[src/rtl/core/tewf_pkg.sv]
// Package with the shared types and constants of the transport endpoint.
`default_nettype none
package tewf_pkg;

  typedef enum logic [1:0] {
    CMD_APP     = 2'd0,
    CMD_SEGMENT = 2'd1,
    CMD_CLOSE   = 2'd2,
    CMD_TIMEOUT = 2'd3
  } cmd_t;

  typedef enum logic [1:0] {
    SEG_DATA = 2'd0,
    SEG_ACK  = 2'd1,
    SEG_FIN  = 2'd2
  } seg_kind_t;

  localparam logic [1:0] CFG_INIT_SEQ = 2'd0;
  localparam logic [1:0] CFG_INIT_WIN = 2'd1;
  localparam logic [1:0] CFG_ADV_WIN  = 2'd2;

  localparam logic [7:0] FLAG_FIN = 8'h01;
  localparam logic [7:0] FLAG_ACK = 8'h10;

  localparam logic [31:0] RESET_INIT_SEQ = 32'd1;
  localparam logic [15:0] RESET_WINDOW   = 16'd3072;

  localparam int QUEUE_DEPTH = 2;

  // One queued event for the back end. A FIN-ack entry expands into the
  // payload ack (when there is payload) and the ack of the FIN itself.
  typedef struct packed {
    seg_kind_t   kind;
    logic        fin_ack;
    logic [31:0] seq;
    logic [31:0] ack;
    logic [15:0] win;
    logic [9:0]  payload_len;
    logic [9:0]  deliver_len;
    logic        done;
  } desc_t;

  function automatic logic [31:0] sat_add(input logic [31:0] a, input logic [31:0] b);
    logic [32:0] s;
    s = {1'b0, a} + {1'b0, b};
    return s[32] ? 32'hFFFF_FFFF : s[31:0];
  endfunction

endpackage
`default_nettype wire

[src/rtl/core/tewf_front.sv]
// Front end: connection state, configuration registers and event classification.
`default_nettype none
module tewf_front #(
  parameter int unsigned MAX_SEGMENT_BYTES = 536
) (
  input  wire logic              clk,
  input  wire logic              rst_n,
  input  wire logic              cfg_wr_en,
  input  wire logic [1:0]        cfg_index,
  input  wire logic [31:0]       cfg_data,
  input  wire logic              accept,
  input  wire logic [1:0]        command,
  input  wire logic [15:0]       app_offered_len,
  input  wire logic [7:0]        peer_flags,
  input  wire logic [31:0]       peer_seq,
  input  wire logic [31:0]       peer_ack,
  input  wire logic [15:0]       peer_window,
  input  wire logic [9:0]        peer_payload_len,
  output logic                   desc_valid,
  output tewf_pkg::desc_t        desc
);

  localparam logic [10:0] MSS = 11'(MAX_SEGMENT_BYTES);

  logic [31:0] init_seq_r, init_seq_nxt;
  logic [15:0] init_win_r, init_win_nxt;
  logic [15:0] adv_win_r, adv_win_nxt;
  logic [31:0] next_seq_r, next_seq_nxt;
  logic [31:0] acked_r, acked_nxt;
  logic [31:0] win_end_r, win_end_nxt;
  logic        wait_r, wait_nxt;
  logic        fin_sent_r, fin_sent_nxt;
  logic        fin_rcvd_r, fin_rcvd_nxt;
  logic        fin_acked_r, fin_acked_nxt;
  logic        closed_r, closed_nxt;

  logic [9:0]  plen_c;
  logic [31:0] ack_base;
  logic [31:0] room;
  logic [10:0] room_c;
  logic [15:0] sent;

  always_comb begin
    plen_c   = ({1'b0, peer_payload_len} > MSS) ? MSS[9:0] : peer_payload_len;
    ack_base = peer_seq + {22'd0, plen_c};
    room     = win_end_r - next_seq_r;
    room_c   = (room > {21'd0, MSS}) ? MSS : room[10:0];
    sent     = (app_offered_len < {5'd0, room_c}) ? app_offered_len : {5'd0, room_c};
  end

  always_comb begin
    init_seq_nxt  = init_seq_r;
    init_win_nxt  = init_win_r;
    adv_win_nxt   = adv_win_r;
    next_seq_nxt  = next_seq_r;
    acked_nxt     = acked_r;
    win_end_nxt   = win_end_r;
    wait_nxt      = wait_r;
    fin_sent_nxt  = fin_sent_r;
    fin_rcvd_nxt  = fin_rcvd_r;
    fin_acked_nxt = fin_acked_r;
    closed_nxt    = closed_r;
    desc_valid    = 1'b0;
    desc          = '0;
    desc.seq      = next_seq_r;
    if (cfg_wr_en) begin
      case (cfg_index)
        tewf_pkg::CFG_INIT_SEQ: begin
          init_seq_nxt  = cfg_data;
          next_seq_nxt  = cfg_data + 32'd1;
          acked_nxt     = cfg_data;
          win_end_nxt   = tewf_pkg::sat_add(cfg_data, {16'd0, init_win_r});
          wait_nxt      = 1'b0;
          fin_sent_nxt  = 1'b0;
          fin_rcvd_nxt  = 1'b0;
          fin_acked_nxt = 1'b0;
          closed_nxt    = 1'b0;
        end
        tewf_pkg::CFG_INIT_WIN: init_win_nxt = cfg_data[15:0];
        tewf_pkg::CFG_ADV_WIN:  adv_win_nxt = cfg_data[15:0];
        default: ;
      endcase
    end else if (accept && !closed_r) begin
      case (tewf_pkg::cmd_t'(command))
        tewf_pkg::CMD_APP: begin
          if (!wait_r) begin
            if (!(next_seq_r >= acked_r && next_seq_r < win_end_r)) begin
              wait_nxt = 1'b1;
            end else if (sent != 16'd0) begin
              desc_valid       = 1'b1;
              desc.kind        = tewf_pkg::SEG_DATA;
              desc.payload_len = sent[9:0];
              next_seq_nxt     = next_seq_r + {16'd0, sent};
            end
          end
        end
        tewf_pkg::CMD_SEGMENT: begin
          if (peer_flags == tewf_pkg::FLAG_FIN) begin
            fin_rcvd_nxt     = 1'b1;
            desc_valid       = 1'b1;
            desc.kind        = tewf_pkg::SEG_ACK;
            desc.fin_ack     = 1'b1;
            desc.ack         = ack_base;
            desc.win         = adv_win_r;
            desc.deliver_len = plen_c;
            if (fin_acked_r) begin
              closed_nxt = 1'b1;
            end
          end else if (peer_flags == tewf_pkg::FLAG_ACK) begin
            acked_nxt   = peer_ack;
            win_end_nxt = tewf_pkg::sat_add(peer_ack, {16'd0, peer_window});
            wait_nxt    = 1'b0;
            if (fin_sent_r && ({1'b0, next_seq_r} + 33'd1 == {1'b0, peer_ack})) begin
              if (fin_rcvd_r) begin
                closed_nxt = 1'b1;
              end else begin
                fin_acked_nxt = 1'b1;
              end
            end
          end else begin
            desc_valid       = 1'b1;
            desc.kind        = tewf_pkg::SEG_ACK;
            desc.ack         = ack_base;
            desc.win         = adv_win_r;
            desc.deliver_len = plen_c;
          end
        end
        tewf_pkg::CMD_CLOSE: begin
          desc_valid   = 1'b1;
          desc.kind    = tewf_pkg::SEG_FIN;
          fin_sent_nxt = 1'b1;
        end
        default: ;
      endcase
    end
    desc.done = closed_nxt;
  end

  always_ff @(posedge clk) begin
    if (!rst_n) begin
      init_seq_r  <= tewf_pkg::RESET_INIT_SEQ;
      init_win_r  <= tewf_pkg::RESET_WINDOW;
      adv_win_r   <= tewf_pkg::RESET_WINDOW;
      next_seq_r  <= tewf_pkg::RESET_INIT_SEQ + 32'd1;
      acked_r     <= tewf_pkg::RESET_INIT_SEQ;
      win_end_r   <= tewf_pkg::RESET_INIT_SEQ + {16'd0, tewf_pkg::RESET_WINDOW};
      wait_r      <= 1'b0;
      fin_sent_r  <= 1'b0;
      fin_rcvd_r  <= 1'b0;
      fin_acked_r <= 1'b0;
      closed_r    <= 1'b0;
    end else begin
      init_seq_r  <= init_seq_nxt;
      init_win_r  <= init_win_nxt;
      adv_win_r   <= adv_win_nxt;
      next_seq_r  <= next_seq_nxt;
      acked_r     <= acked_nxt;
      win_end_r   <= win_end_nxt;
      wait_r      <= wait_nxt;
      fin_sent_r  <= fin_sent_nxt;
      fin_rcvd_r  <= fin_rcvd_nxt;
      fin_acked_r <= fin_acked_nxt;
      closed_r    <= closed_nxt;
    end
  end

`ifndef SYNTH
  a_fin_acked_needs_fin_sent: assert property (@(posedge clk) disable iff (!rst_n)
    fin_acked_r |-> fin_sent_r) else $error("own FIN acked without FIN sent");
  a_closed_needs_fin_sent: assert property (@(posedge clk) disable iff (!rst_n)
    closed_r |-> fin_sent_r) else $error("connection closed without FIN sent");
  a_data_not_empty: assert property (@(posedge clk) disable iff (!rst_n)
    (desc_valid && desc.kind == tewf_pkg::SEG_DATA) |-> desc.payload_len != 10'd0)
    else $error("empty data segment queued");
`endif

endmodule
`default_nettype wire

[src/rtl/core/tewf_queue.sv]
// Short queue of event descriptors between the front and back ends.
`default_nettype none
module tewf_queue (
  input  wire logic            clk,
  input  wire logic            rst_n,
  input  wire logic            push,
  input  tewf_pkg::desc_t      wr_data,
  output logic                 full,
  input  wire logic            pop,
  output tewf_pkg::desc_t      rd_data,
  output logic                 empty
);

  localparam int PTR_W = (tewf_pkg::QUEUE_DEPTH > 1) ? $clog2(tewf_pkg::QUEUE_DEPTH) : 1;
  localparam int CNT_W = $clog2(tewf_pkg::QUEUE_DEPTH + 1);
  localparam logic [CNT_W-1:0] DEPTH = CNT_W'(tewf_pkg::QUEUE_DEPTH);
  localparam logic [PTR_W-1:0] LAST  = PTR_W'(tewf_pkg::QUEUE_DEPTH - 1);

  tewf_pkg::desc_t  entries [tewf_pkg::QUEUE_DEPTH];
  logic [PTR_W-1:0] wr_ptr_r, wr_ptr_nxt;
  logic [PTR_W-1:0] rd_ptr_r, rd_ptr_nxt;
  logic [CNT_W-1:0] count_r, count_nxt;
  logic             do_push;
  logic             do_pop;

  assign full    = (count_r == DEPTH);
  assign empty   = (count_r == '0);
  assign rd_data = entries[rd_ptr_r];
  assign do_push = push && !full;
  assign do_pop  = pop && !empty;

  always_comb begin
    wr_ptr_nxt = wr_ptr_r;
    rd_ptr_nxt = rd_ptr_r;
    count_nxt  = count_r;
    if (do_push) begin
      wr_ptr_nxt = (wr_ptr_r == LAST) ? '0 : wr_ptr_r + PTR_W'(1);
    end
    if (do_pop) begin
      rd_ptr_nxt = (rd_ptr_r == LAST) ? '0 : rd_ptr_r + PTR_W'(1);
    end
    if (do_push && !do_pop) begin
      count_nxt = count_r + CNT_W'(1);
    end else if (do_pop && !do_push) begin
      count_nxt = count_r - CNT_W'(1);
    end
  end

  always_ff @(posedge clk) begin
    if (do_push) begin
      entries[wr_ptr_r] <= wr_data;
    end
  end

  always_ff @(posedge clk) begin
    if (!rst_n) begin
      wr_ptr_r <= '0;
      rd_ptr_r <= '0;
      count_r  <= '0;
    end else begin
      wr_ptr_r <= wr_ptr_nxt;
      rd_ptr_r <= rd_ptr_nxt;
      count_r  <= count_nxt;
    end
  end

endmodule
`default_nettype wire

[src/rtl/core/tewf_back.sv]
// Back end: expands queued events into outgoing segment beats.
`default_nettype none
module tewf_back (
  input  wire logic            clk,
  input  wire logic            rst_n,
  input  tewf_pkg::desc_t      head,
  input  wire logic            head_valid,
  output logic                 head_pop,
  output logic                 out_empty,
  input  wire logic            out_pop,
  output logic [1:0]           out_segment_kind,
  output logic [31:0]          out_segment_seq,
  output logic [31:0]          out_segment_ack,
  output logic [15:0]          out_segment_window,
  output logic [9:0]           out_segment_payload_len,
  output logic [9:0]           out_deliver_len,
  output logic                 out_connection_done,
  output logic                 out_last_result
);

  logic        valid_r, valid_nxt;
  logic        phase_r, phase_nxt;
  logic [1:0]  kind_r;
  logic [31:0] seq_r;
  logic [31:0] ack_r;
  logic [15:0] win_r;
  logic [9:0]  plen_r;
  logic [9:0]  dlen_r;
  logic        done_r;
  logic        last_r;

  logic        load;
  logic        first;
  logic [31:0] ack_val;
  logic [9:0]  dlen_val;

  always_comb begin
    load      = head_valid && (!valid_r || out_pop);
    first     = head.fin_ack && (head.deliver_len != 10'd0) && !phase_r;
    ack_val   = (head.fin_ack && !first) ? head.ack + 32'd1 : head.ack;
    dlen_val  = (head.fin_ack && !first) ? 10'd0 : head.deliver_len;
    head_pop  = load && !first;
    phase_nxt = load ? first : phase_r;
    valid_nxt = load || (valid_r && !out_pop);
  end

  always_ff @(posedge clk) begin
    if (load) begin
      kind_r <= head.kind;
      seq_r  <= head.seq;
      ack_r  <= ack_val;
      win_r  <= head.win;
      plen_r <= head.payload_len;
      dlen_r <= dlen_val;
      done_r <= head.done;
      last_r <= !first;
    end
  end

  always_ff @(posedge clk) begin
    if (!rst_n) begin
      valid_r <= 1'b0;
      phase_r <= 1'b0;
    end else begin
      valid_r <= valid_nxt;
      phase_r <= phase_nxt;
    end
  end

  assign out_empty               = !valid_r;
  assign out_segment_kind        = kind_r;
  assign out_segment_seq         = seq_r;
  assign out_segment_ack         = ack_r;
  assign out_segment_window      = win_r;
  assign out_segment_payload_len = plen_r;
  assign out_deliver_len         = dlen_r;
  assign out_connection_done     = done_r;
  assign out_last_result         = last_r;

`ifndef SYNTH
  a_phase_has_head: assert property (@(posedge clk) disable iff (!rst_n)
    phase_r |-> head_valid) else $error("second half pending without its event");
  a_non_last_is_payload_ack: assert property (@(posedge clk) disable iff (!rst_n)
    (valid_r && !last_r) |-> (kind_r == tewf_pkg::SEG_ACK && dlen_r != 10'd0))
    else $error("non-final beat is not a payload ack");
  a_pop_only_on_load: assert property (@(posedge clk) disable iff (!rst_n)
    head_pop |-> (load && !first)) else $error("event dropped before final beat");
`endif

endmodule
`default_nettype wire

[src/rtl/core/transport_endpoint_window_fin.sv]
// Top level of the established-state sliding-window transport endpoint.
// The endpoint takes one event per cycle (app data, received segment, close or
// timeout) while its two-entry event queue has room, updates the connection
// state in that same cycle and queues the segments the event causes. The back
// end sends one result beat per cycle from an output register while results
// are popped; an event causes at most one beat, except a FIN with payload,
// which causes two, and the back end's single output register sets that rate.
// An accepted event passes through its queue entry and then the back end's
// output register before its result is on the result ports. Writing register 0
// reloads the whole connection state from the new initial sequence.
`default_nettype none
module transport_endpoint_window_fin #(
  parameter int unsigned MAX_SEGMENT_BYTES = 536
) (
  input  wire logic        clk,
  input  wire logic        rst_n,
  input  wire logic        cfg_wr_en,
  input  wire logic [1:0]  cfg_index,
  input  wire logic [31:0] cfg_data,
  input  wire logic        in_push,
  output logic             in_full,
  input  wire logic [1:0]  in_command,
  input  wire logic [15:0] in_app_offered_len,
  input  wire logic [7:0]  in_peer_flags,
  input  wire logic [31:0] in_peer_seq,
  input  wire logic [31:0] in_peer_ack,
  input  wire logic [15:0] in_peer_window,
  input  wire logic [9:0]  in_peer_payload_len,
  output logic             out_empty,
  input  wire logic        out_pop,
  output logic [1:0]       out_segment_kind,
  output logic [31:0]      out_segment_seq,
  output logic [31:0]      out_segment_ack,
  output logic [15:0]      out_segment_window,
  output logic [9:0]       out_segment_payload_len,
  output logic [9:0]       out_deliver_len,
  output logic             out_connection_done,
  output logic             out_last_result
);

  logic            q_full;
  logic            q_empty;
  logic            q_pop;
  logic            desc_valid;
  tewf_pkg::desc_t desc;
  tewf_pkg::desc_t head;

  assign in_full = q_full;

  tewf_front #(
    .MAX_SEGMENT_BYTES(MAX_SEGMENT_BYTES)
  ) u_front (
    .clk              (clk),
    .rst_n            (rst_n),
    .cfg_wr_en        (cfg_wr_en),
    .cfg_index        (cfg_index),
    .cfg_data         (cfg_data),
    .accept           (in_push && !q_full),
    .command          (in_command),
    .app_offered_len  (in_app_offered_len),
    .peer_flags       (in_peer_flags),
    .peer_seq         (in_peer_seq),
    .peer_ack         (in_peer_ack),
    .peer_window      (in_peer_window),
    .peer_payload_len (in_peer_payload_len),
    .desc_valid       (desc_valid),
    .desc             (desc)
  );

  tewf_queue u_queue (
    .clk     (clk),
    .rst_n   (rst_n),
    .push    (desc_valid),
    .wr_data (desc),
    .full    (q_full),
    .pop     (q_pop),
    .rd_data (head),
    .empty   (q_empty)
  );

  tewf_back u_back (
    .clk                     (clk),
    .rst_n                   (rst_n),
    .head                    (head),
    .head_valid              (!q_empty),
    .head_pop                (q_pop),
    .out_empty               (out_empty),
    .out_pop                 (out_pop),
    .out_segment_kind        (out_segment_kind),
    .out_segment_seq         (out_segment_seq),
    .out_segment_ack         (out_segment_ack),
    .out_segment_window      (out_segment_window),
    .out_segment_payload_len (out_segment_payload_len),
    .out_deliver_len         (out_deliver_len),
    .out_connection_done     (out_connection_done),
    .out_last_result         (out_last_result)
  );

endmodule
`default_nettype wire
[config.mk]
export PLATFORM = sky130hd
export DESIGN_NAME = transport_endpoint_window_fin
export DESIGN_NICKNAME = d
export VERILOG_FILES = /design/src/rtl/core/tewf_pkg.sv /design/src/rtl/core/tewf_front.sv /design/src/rtl/core/tewf_queue.sv /design/src/rtl/core/tewf_back.sv /design/src/rtl/core/transport_endpoint_window_fin.sv
export SDC_FILE = /design/constraint.sdc
export NUM_CORES = 1
export LEC_CHECK = 0
export BUFFER_PORTS_ARGS = -buffer_cell sky130_fd_sc_hd__buf_2
export CAP_MARGIN = 20
export CELL_PAD_IN_SITES_DETAIL_PLACEMENT = 1
export CELL_PAD_IN_SITES_GLOBAL_PLACEMENT = 1
export CORE_ASPECT_RATIO = 1.4
export CORE_UTILIZATION = 51
export DETAILED_ROUTE_END_ITERATION = 10
export PLACE_DENSITY_LB_ADDON = 0.1
export SYNTH_ARGS = -nofsm -noshare
export SYNTH_HDL_FRONTEND = slang
export SYNTH_SLANG_ARGS = --single-unit
export TNS_END_PERCENT = 30
[constraint.sdc]
create_clock -name clk -period 20.3 [get_ports clk]
set_clock_uncertainty 0.2 [all_clocks]
set_input_delay 3.045 -clock clk [delete_from_list [all_inputs] [get_ports clk]]
set_output_delay 3.045 -clock clk [all_outputs]
set_load 0.01 [all_outputs]
# Word level (Yosys, flattened, before mapping)
# Memories as Yosys holds them, arrays and structs flattened. A register that Yosys moved wholly into a read port is not among the register bits.
# Cells that the tools add are included.
# totals
ff_bits,243
ram_bits,208
mem_count,1
output_inout_bits,106
in_bits,155
# memory_table
memory,depth,word_bits,rd,rd_clocked_by_memory_dff,write_ports,line,rtl
u_queue.entries,2,104,1,1,1,tewf_queue.sv:19,tewf_pkg::desc_t entries [tewf_pkg::QUEUE_DEPTH];
# classes
n_mux,91
eq_ne,14
n_addsub,12
reduce_logical,49
magnitude_cmp,5
# ops
operator,count
32-bit 2-to-1 mux,22
48-bit 2-to-1 mux,3
68-bit 2-to-1 mux,2
10-bit 2-to-1 mux,8
32-bit by 16-bit adder with 33-bit output,2
32-bit by 1-bit adder with 32-bit output (second input constant),2
1-bit 2-to-1 mux,46
32-bit by 1-bit adder with 33-bit output (second input constant),1
33-bit by 32-bit equality test with 1-bit output,1
32-bit by 10-bit adder with 32-bit output,1
32-bit by 16-bit adder with 32-bit output,1
32-bit greater-or-equal comparator,1
32-bit by 10-bit greater-than comparator with 1-bit output (second input constant),1
32-bit less-than comparator,1
32-bit subtractor,1
2-bit nonzero test,10
16-bit by 11-bit less-than comparator with 1-bit output,1
16-bit 2-to-1 mux,1
16-bit nonzero test,1
1-bit logical AND,14
11-bit 2-to-1 mux,1
10-bit greater-than comparator (second input constant),1
5-bit AND reduction,2
10-bit nonzero test,1
other kinds (25),46

# Logic depth before layout (Yosys ltp)
# logic_depth
ltp_word,17
depth_mapped,40
ltp_nobuf,37

# Cells and area by module
# Synthesis repeated with hierarchy kept, for this count alone.
# unflattened
hier_cells,2654
area_unflattened_um2,26795.7
# by_module_without_submodules
module,area_per_inst_um2,cells_per_inst,seq_area_each_um2,instances
tewf_front,14805.4,2070,2662.6,1
tewf_queue,7990.2,349,6346.1,1
tewf_back,3982.6,233,3163.0,1
transport_endpoint_window_fin,17.5,2,0.0,1

# Least setup slack after synthesis
# No wires, ideal clock.
# synth_path
path_type,register -> register
startpoint,register u_front.next_seq_r[0]
endpoint,"memory u_queue.entries[0][0] (netlist bit), enable pin"
arrival_ps,9691
stages_incl_launch_ff,26
path_slack_ps,9829
t_required_ps,19520
path_cell_list,dfxtp_1 ha_1 fa_1 and2b_4 o2111a_2 o311ai_4 a2111oi_4 o21ai_1 xnor2_1 or3_1 nor4_2 nand4_1 buf_2 inv_1 nand2_1 ha_1 a211oi_1 nor2_1 nor2_1 nand2_1 a41oi_1 a21oi_1 o211ai_1 a211oi_1 o21a_1 nor2b_1
# synth_via
elab_chain_len,15
elab_cells_between_ends,18
classes_between,add/sub: 1; order compare: 4; mux: 10; reduce/logical: 3
# synth_lines
element,line,rtl
"start, declared",tewf_front.sv:28,"logic [31:0] next_seq_r, next_seq_nxt;"
"start signal, assigned",tewf_front.sv:144,next_seq_r <= tewf_pkg::RESET_INIT_SEQ + 32'd1;
"start signal, assigned",tewf_front.sv:156,next_seq_r <= next_seq_nxt;
32-bit subtractor,tewf_front.sv:46,room = win_end_r - next_seq_r;
32-bit by 10-bit greater-than comparator with 1-bit output,tewf_front.sv:47,"room_c = (room > {21'd0, MSS}) ? MSS : room[10:0];"
11-bit 2-to-1 mux,tewf_front.sv:47,
16-bit by 11-bit less-than comparator with 1-bit output,tewf_front.sv:48,"sent = (app_offered_len < {5'd0, room_c}) ? app_offered_len : {5'd0, room_c};"
16-bit 2-to-1 mux,tewf_front.sv:48,
16-bit nonzero test,tewf_front.sv:89,end else if (sent != 16'd0) begin
1-bit 2-to-1 mux,tewf_front.sv:89,
1-bit 2-to-1 mux *,tewf_front.sv:87,if (!(next_seq_r >= acked_r && next_seq_r < win_end_r)) begin
1-bit 2-to-1 mux *,tewf_front.sv:86,if (!wait_r) begin
1-bit one-hot mux with 3 select lines *,tewf_front.sv:84,case (tewf_pkg::cmd_t'(command))
1-bit 2-to-1 mux *,tewf_front.sv:83,end else if (accept && !closed_r) begin
1-bit 2-to-1 mux *,tewf_front.sv:66,if (cfg_wr_en) begin
1-bit logical AND *,tewf_queue.sv:29,assign do_push = push && !full;
named net u_queue.do_push,tewf_queue.sv:23,logic do_push;
1-bit 2-to-1 mux *,tewf_queue.sv:50,if (do_push) begin
1-bit 2-to-1 mux (implied by the code) *,tewf_queue.sv:51,entries[wr_ptr_r] <= wr_data;
"end, declared",tewf_queue.sv:19,
# Mark *: on every way through the listed nets, which the timed path passes. The rest lies on a longest branch.

# Worst setup path in the final report
# layout_path
startpoint,register u_front.next_seq_r[16]
endpoint,register u_front.next_seq_r[31]
# layout_via
elab_chain_len,12
elab_cells_between_ends,19
classes_between,add/sub: 2; order compare: 4; mux: 8; reduce/logical: 5
# layout_lines
element,line,rtl
32-bit subtractor,tewf_front.sv:46,
32-bit by 10-bit greater-than comparator with 1-bit output,tewf_front.sv:47,
11-bit 2-to-1 mux,tewf_front.sv:47,
16-bit by 11-bit less-than comparator with 1-bit output,tewf_front.sv:48,
16-bit 2-to-1 mux,tewf_front.sv:48,
32-bit by 16-bit adder with 32-bit output,tewf_front.sv:93,"next_seq_nxt = next_seq_r + {16'd0, sent};"
32-bit 2-to-1 mux,tewf_front.sv:89,
32-bit 2-to-1 mux,tewf_front.sv:87,
32-bit 2-to-1 mux,tewf_front.sv:86,
32-bit 2-to-1 mux,tewf_front.sv:84,
32-bit 2-to-1 mux,tewf_front.sv:83,
32-bit 2-to-1 mux,tewf_front.sv:66,
# Several ways; a longest one is shown, not always the timed one. The select of a mux whose other input is x is not followed.
# A chain may end at the register's enable or synchronous reset.

==> impl_metrics.tcl <==
set metrics [dict create \
    drtPass1Iterations 5 \
    grt_pass1_wl_mm 140 \
    clock_path_buffers 3 \
    grt_antenna_before_repair 1 \
    cts_hold_buf 0 \
    worst_path_most_repeated_cell "inv_1" \
    globalplace.congestion 0.960 \
    routed_wl_mm 93.2 \
    leakage_uw 0.0113 \
    grt_pass1_vias 23552 \
    seq_area_frac_synth 0.459 \
    start_util 0.518 \
    die-area_um2 52900 \
    holdCritStartpoint "u_front.adv_win_r[15]" \
    place_ws_ns 10.45 \
    rsz0062_at_grt "false" \
    synth_ff_type "edfxtp_1" \
    setup_violations 0 \
    pin_count 261 \
    fp.dieW_um 195 \
    cpPeakStageDelay_ns 0.59 \
    netlist_top_cells_count "312 x edfxtp_1, 247 x nand2_1, 225 x nor2_1" \
    yosysTopAreaCellShare 0.354 \
    die_y_um 272 \
    whs_ns 0.253 \
    wl_per_cell_um 26.1 \
    clk_pin_slew_worst_paths_ns 0.07 \
    power_uw 2910 \
    worstReg2RegStart "u_front.next_seq_r[16]" \
    arrival_ns 10.28 \
    max_cap_violations 0 \
    fmax_ghz 0.100 \
    grt_overflow_total 0 \
    syn-mean-instance-area_um2 9.98 \
    viasPerCell 6.26 \
    relSlewSlack 0.269 \
    num_vias 22341 \
    ant_nets 0 \
    cts_tree "yes" \
    drive_gt1_frac 0.157 \
    ys_seq_elements 452 \
    min_period_ns 9.98 \
    ys_types 95 \
    end_kind "flip-flop" \
    drc 0 \
    syn2layout_area_growth_pct 12.7 \
    synth_largest_area_cell "edfxtp_1" \
    slowest_stage "nand4_1" \
    finalHoldViolCount 0 \
    dp_hpwl_mm 69.8 \
    required_ns 20.60 \
    core-area_um2 51100 \
    post-cts-setup-buffer-count 0 \
    critPathKind "reg -> reg" \
    grt_max_degree 70 \
    syn-cell-area_um2 26500 \
    num_rows 98 \
    portBuffers 260 \
    setup_tns_ns 0 \
    fin_nets 3175 \
    worst_slew_pin_slew_ns 1.10 \
    ys_warn_count 0 \
    critPathLaunch "u_front.next_seq_r[16]" \
    grt_usage 0.349 \
    drtIter0Drc 1463 \
    clockRootBuffer "clkbuf_16" \
    min_period_over_period 0.492 \
    path_max_fanout 12 \
    slew_violations 0 \
    ir_drop_mv 0.0706 \
    outcome "finished clean" \
    reg2regPathDepth 36 \
    setup.worst_path.start_class "flip-flop" \
    stdcell_count 3568 \
    crit_end "u_front.next_seq_r[31]" \
    worst_slack_ns 10.32 \
    hp-class "reg -> reg" \
    dp_cells 3477 \
    r2r_slack_ns 10.32 \
    reg2reg_to "u_front.next_seq_r[31]" \
    powerDensity_nw_per_um2 97.5 \
    synth-edff-count 312 \
    htree_levels 2 \
    synthCells 2654 \
    numCtsBuffers 45 \
    yosysMostFrequentCell "edfxtp_1" \
    cts.sinks 452 \
    synthTopCellsByArea "edfxtp_1 35%, dfxtp_1 11%, ha_1 6.6%" \
    ctsResizeCount 0 \
    clock_latency_ns 0.59 \
    asyncSetResetFlopFracSynth 0 \
]
==> cell type report <==
type / count / area [µm²]
fillers: 5703 / 21300
multi-input cells: 1963 / 13400
clock buffers: 64 / 1220
diodes: 7 / 17.5
flip-flops and latches: 452 / 12200
well taps: 650 / 813
clock inverters: 19 / 200
inverters: 127 / 478
repair buffers: 286 / 1520
==> routing by layer <==
| metal | routed length (µm) | track usage | up-vias |
|---|---|---|---|
| li1 | - | - | 10127 |
| met1 | 36300 | 0.412 | 11213 |
| met2 | 47800 | 0.632 | 789 |
| met3 | 4670 | 0.0367 | 212 |
| met4 | 4370 | 0.165 | 0 |
| met5 | 0 | 0 | - |
==> stage by stage <==
step           instance area, µm²   util
5_1_grt                     29800  0.584
4_1_cts                     29800  0.583
3_3_place_gp                28400  0.555
2_1_floorplan               26500      -
6_report                    29900  0.584
3_5_place_dp                28400  0.555
==> registers in the layout (all words and copies together), names as in the netlist, 16 cells and up, named ones only <==
signal / cells
u_queue.entries: 208
u_front.acked_r: 32
u_front.adv_win_r: 16
u_front.win_end_r: 32
u_back.out_segment_window: 16
u_front.init_win_r: 16
u_front.next_seq_r: 32
u_back.out_segment_ack: 32
u_back.out_segment_seq: 32
==> critical path, delay by kind of cell (launching register included) <==
kind	cells	cell delay [ns]
AO/OA/AOI/OAI	10	2.63
flip-flops	1	0.57
XOR/XNOR	1	0.14
AND/OR/NAND/NOR	16	3.74
buffers and inverters	4	0.71
adder cells (fa/ha/maj)	3	1.19
multiplexers	2	0.66
==> placed cells by master, fill, tap and decap left out, types with 31 or more instances in the layout <==
cell	count
a211oi_1	51
a21o_1	38
a21oi_1	157
and2_1	38
and3_1	42
buf_2	259
clkbuf_16	45
dfxtp_1	139
edfxtp_1	312
ha_1	140
inv_1	125
mux2_2	74
mux2i_1	63
nand2_1	247
nand3_1	79
nand4_1	37
nor2_1	222
nor2b_1	31
nor3_1	64
o21ai_0	89
xnor2_1	134
xor2_1	85
==> kinds of logic after synthesis <==
logic type / share of synthesized area
other: 0.000283
adders and majority gates: 0.0699
xor gates and xnor gates: 0.0724
AOI/OAI and AO/OA: 0.143
buffers and inverters: 0.0353
muxes: 0.0575
DFF: 0.459
and+or+nand+nor: 0.162
==> worst min-delay path by stage <==
stage                                  end  slack [ns]  cells past startpoint
detailed placement    u_front.adv_win_r[9]        0.25                      2
finish               u_front.adv_win_r[15]        0.25                      2
CTS                   u_front.adv_win_r[9]        0.25                      2
global route        u_front.init_win_r[12]        0.28                      2
floorplan            u_front.win_end_r[16]        0.22                      2
global placement      u_front.adv_win_r[5]        0.24                      2
==> power by group <==
group / internal [µW] / total (µW) / leakage [µW] / switching (µW)
combinational: 314 / 833 / 0.00661 / 518
clock: 460 / 832 / 0.000682 / 372
sequential: 1160 / 1250 / 0.00403 / 90.5
(Power assumes the default switching activity.)
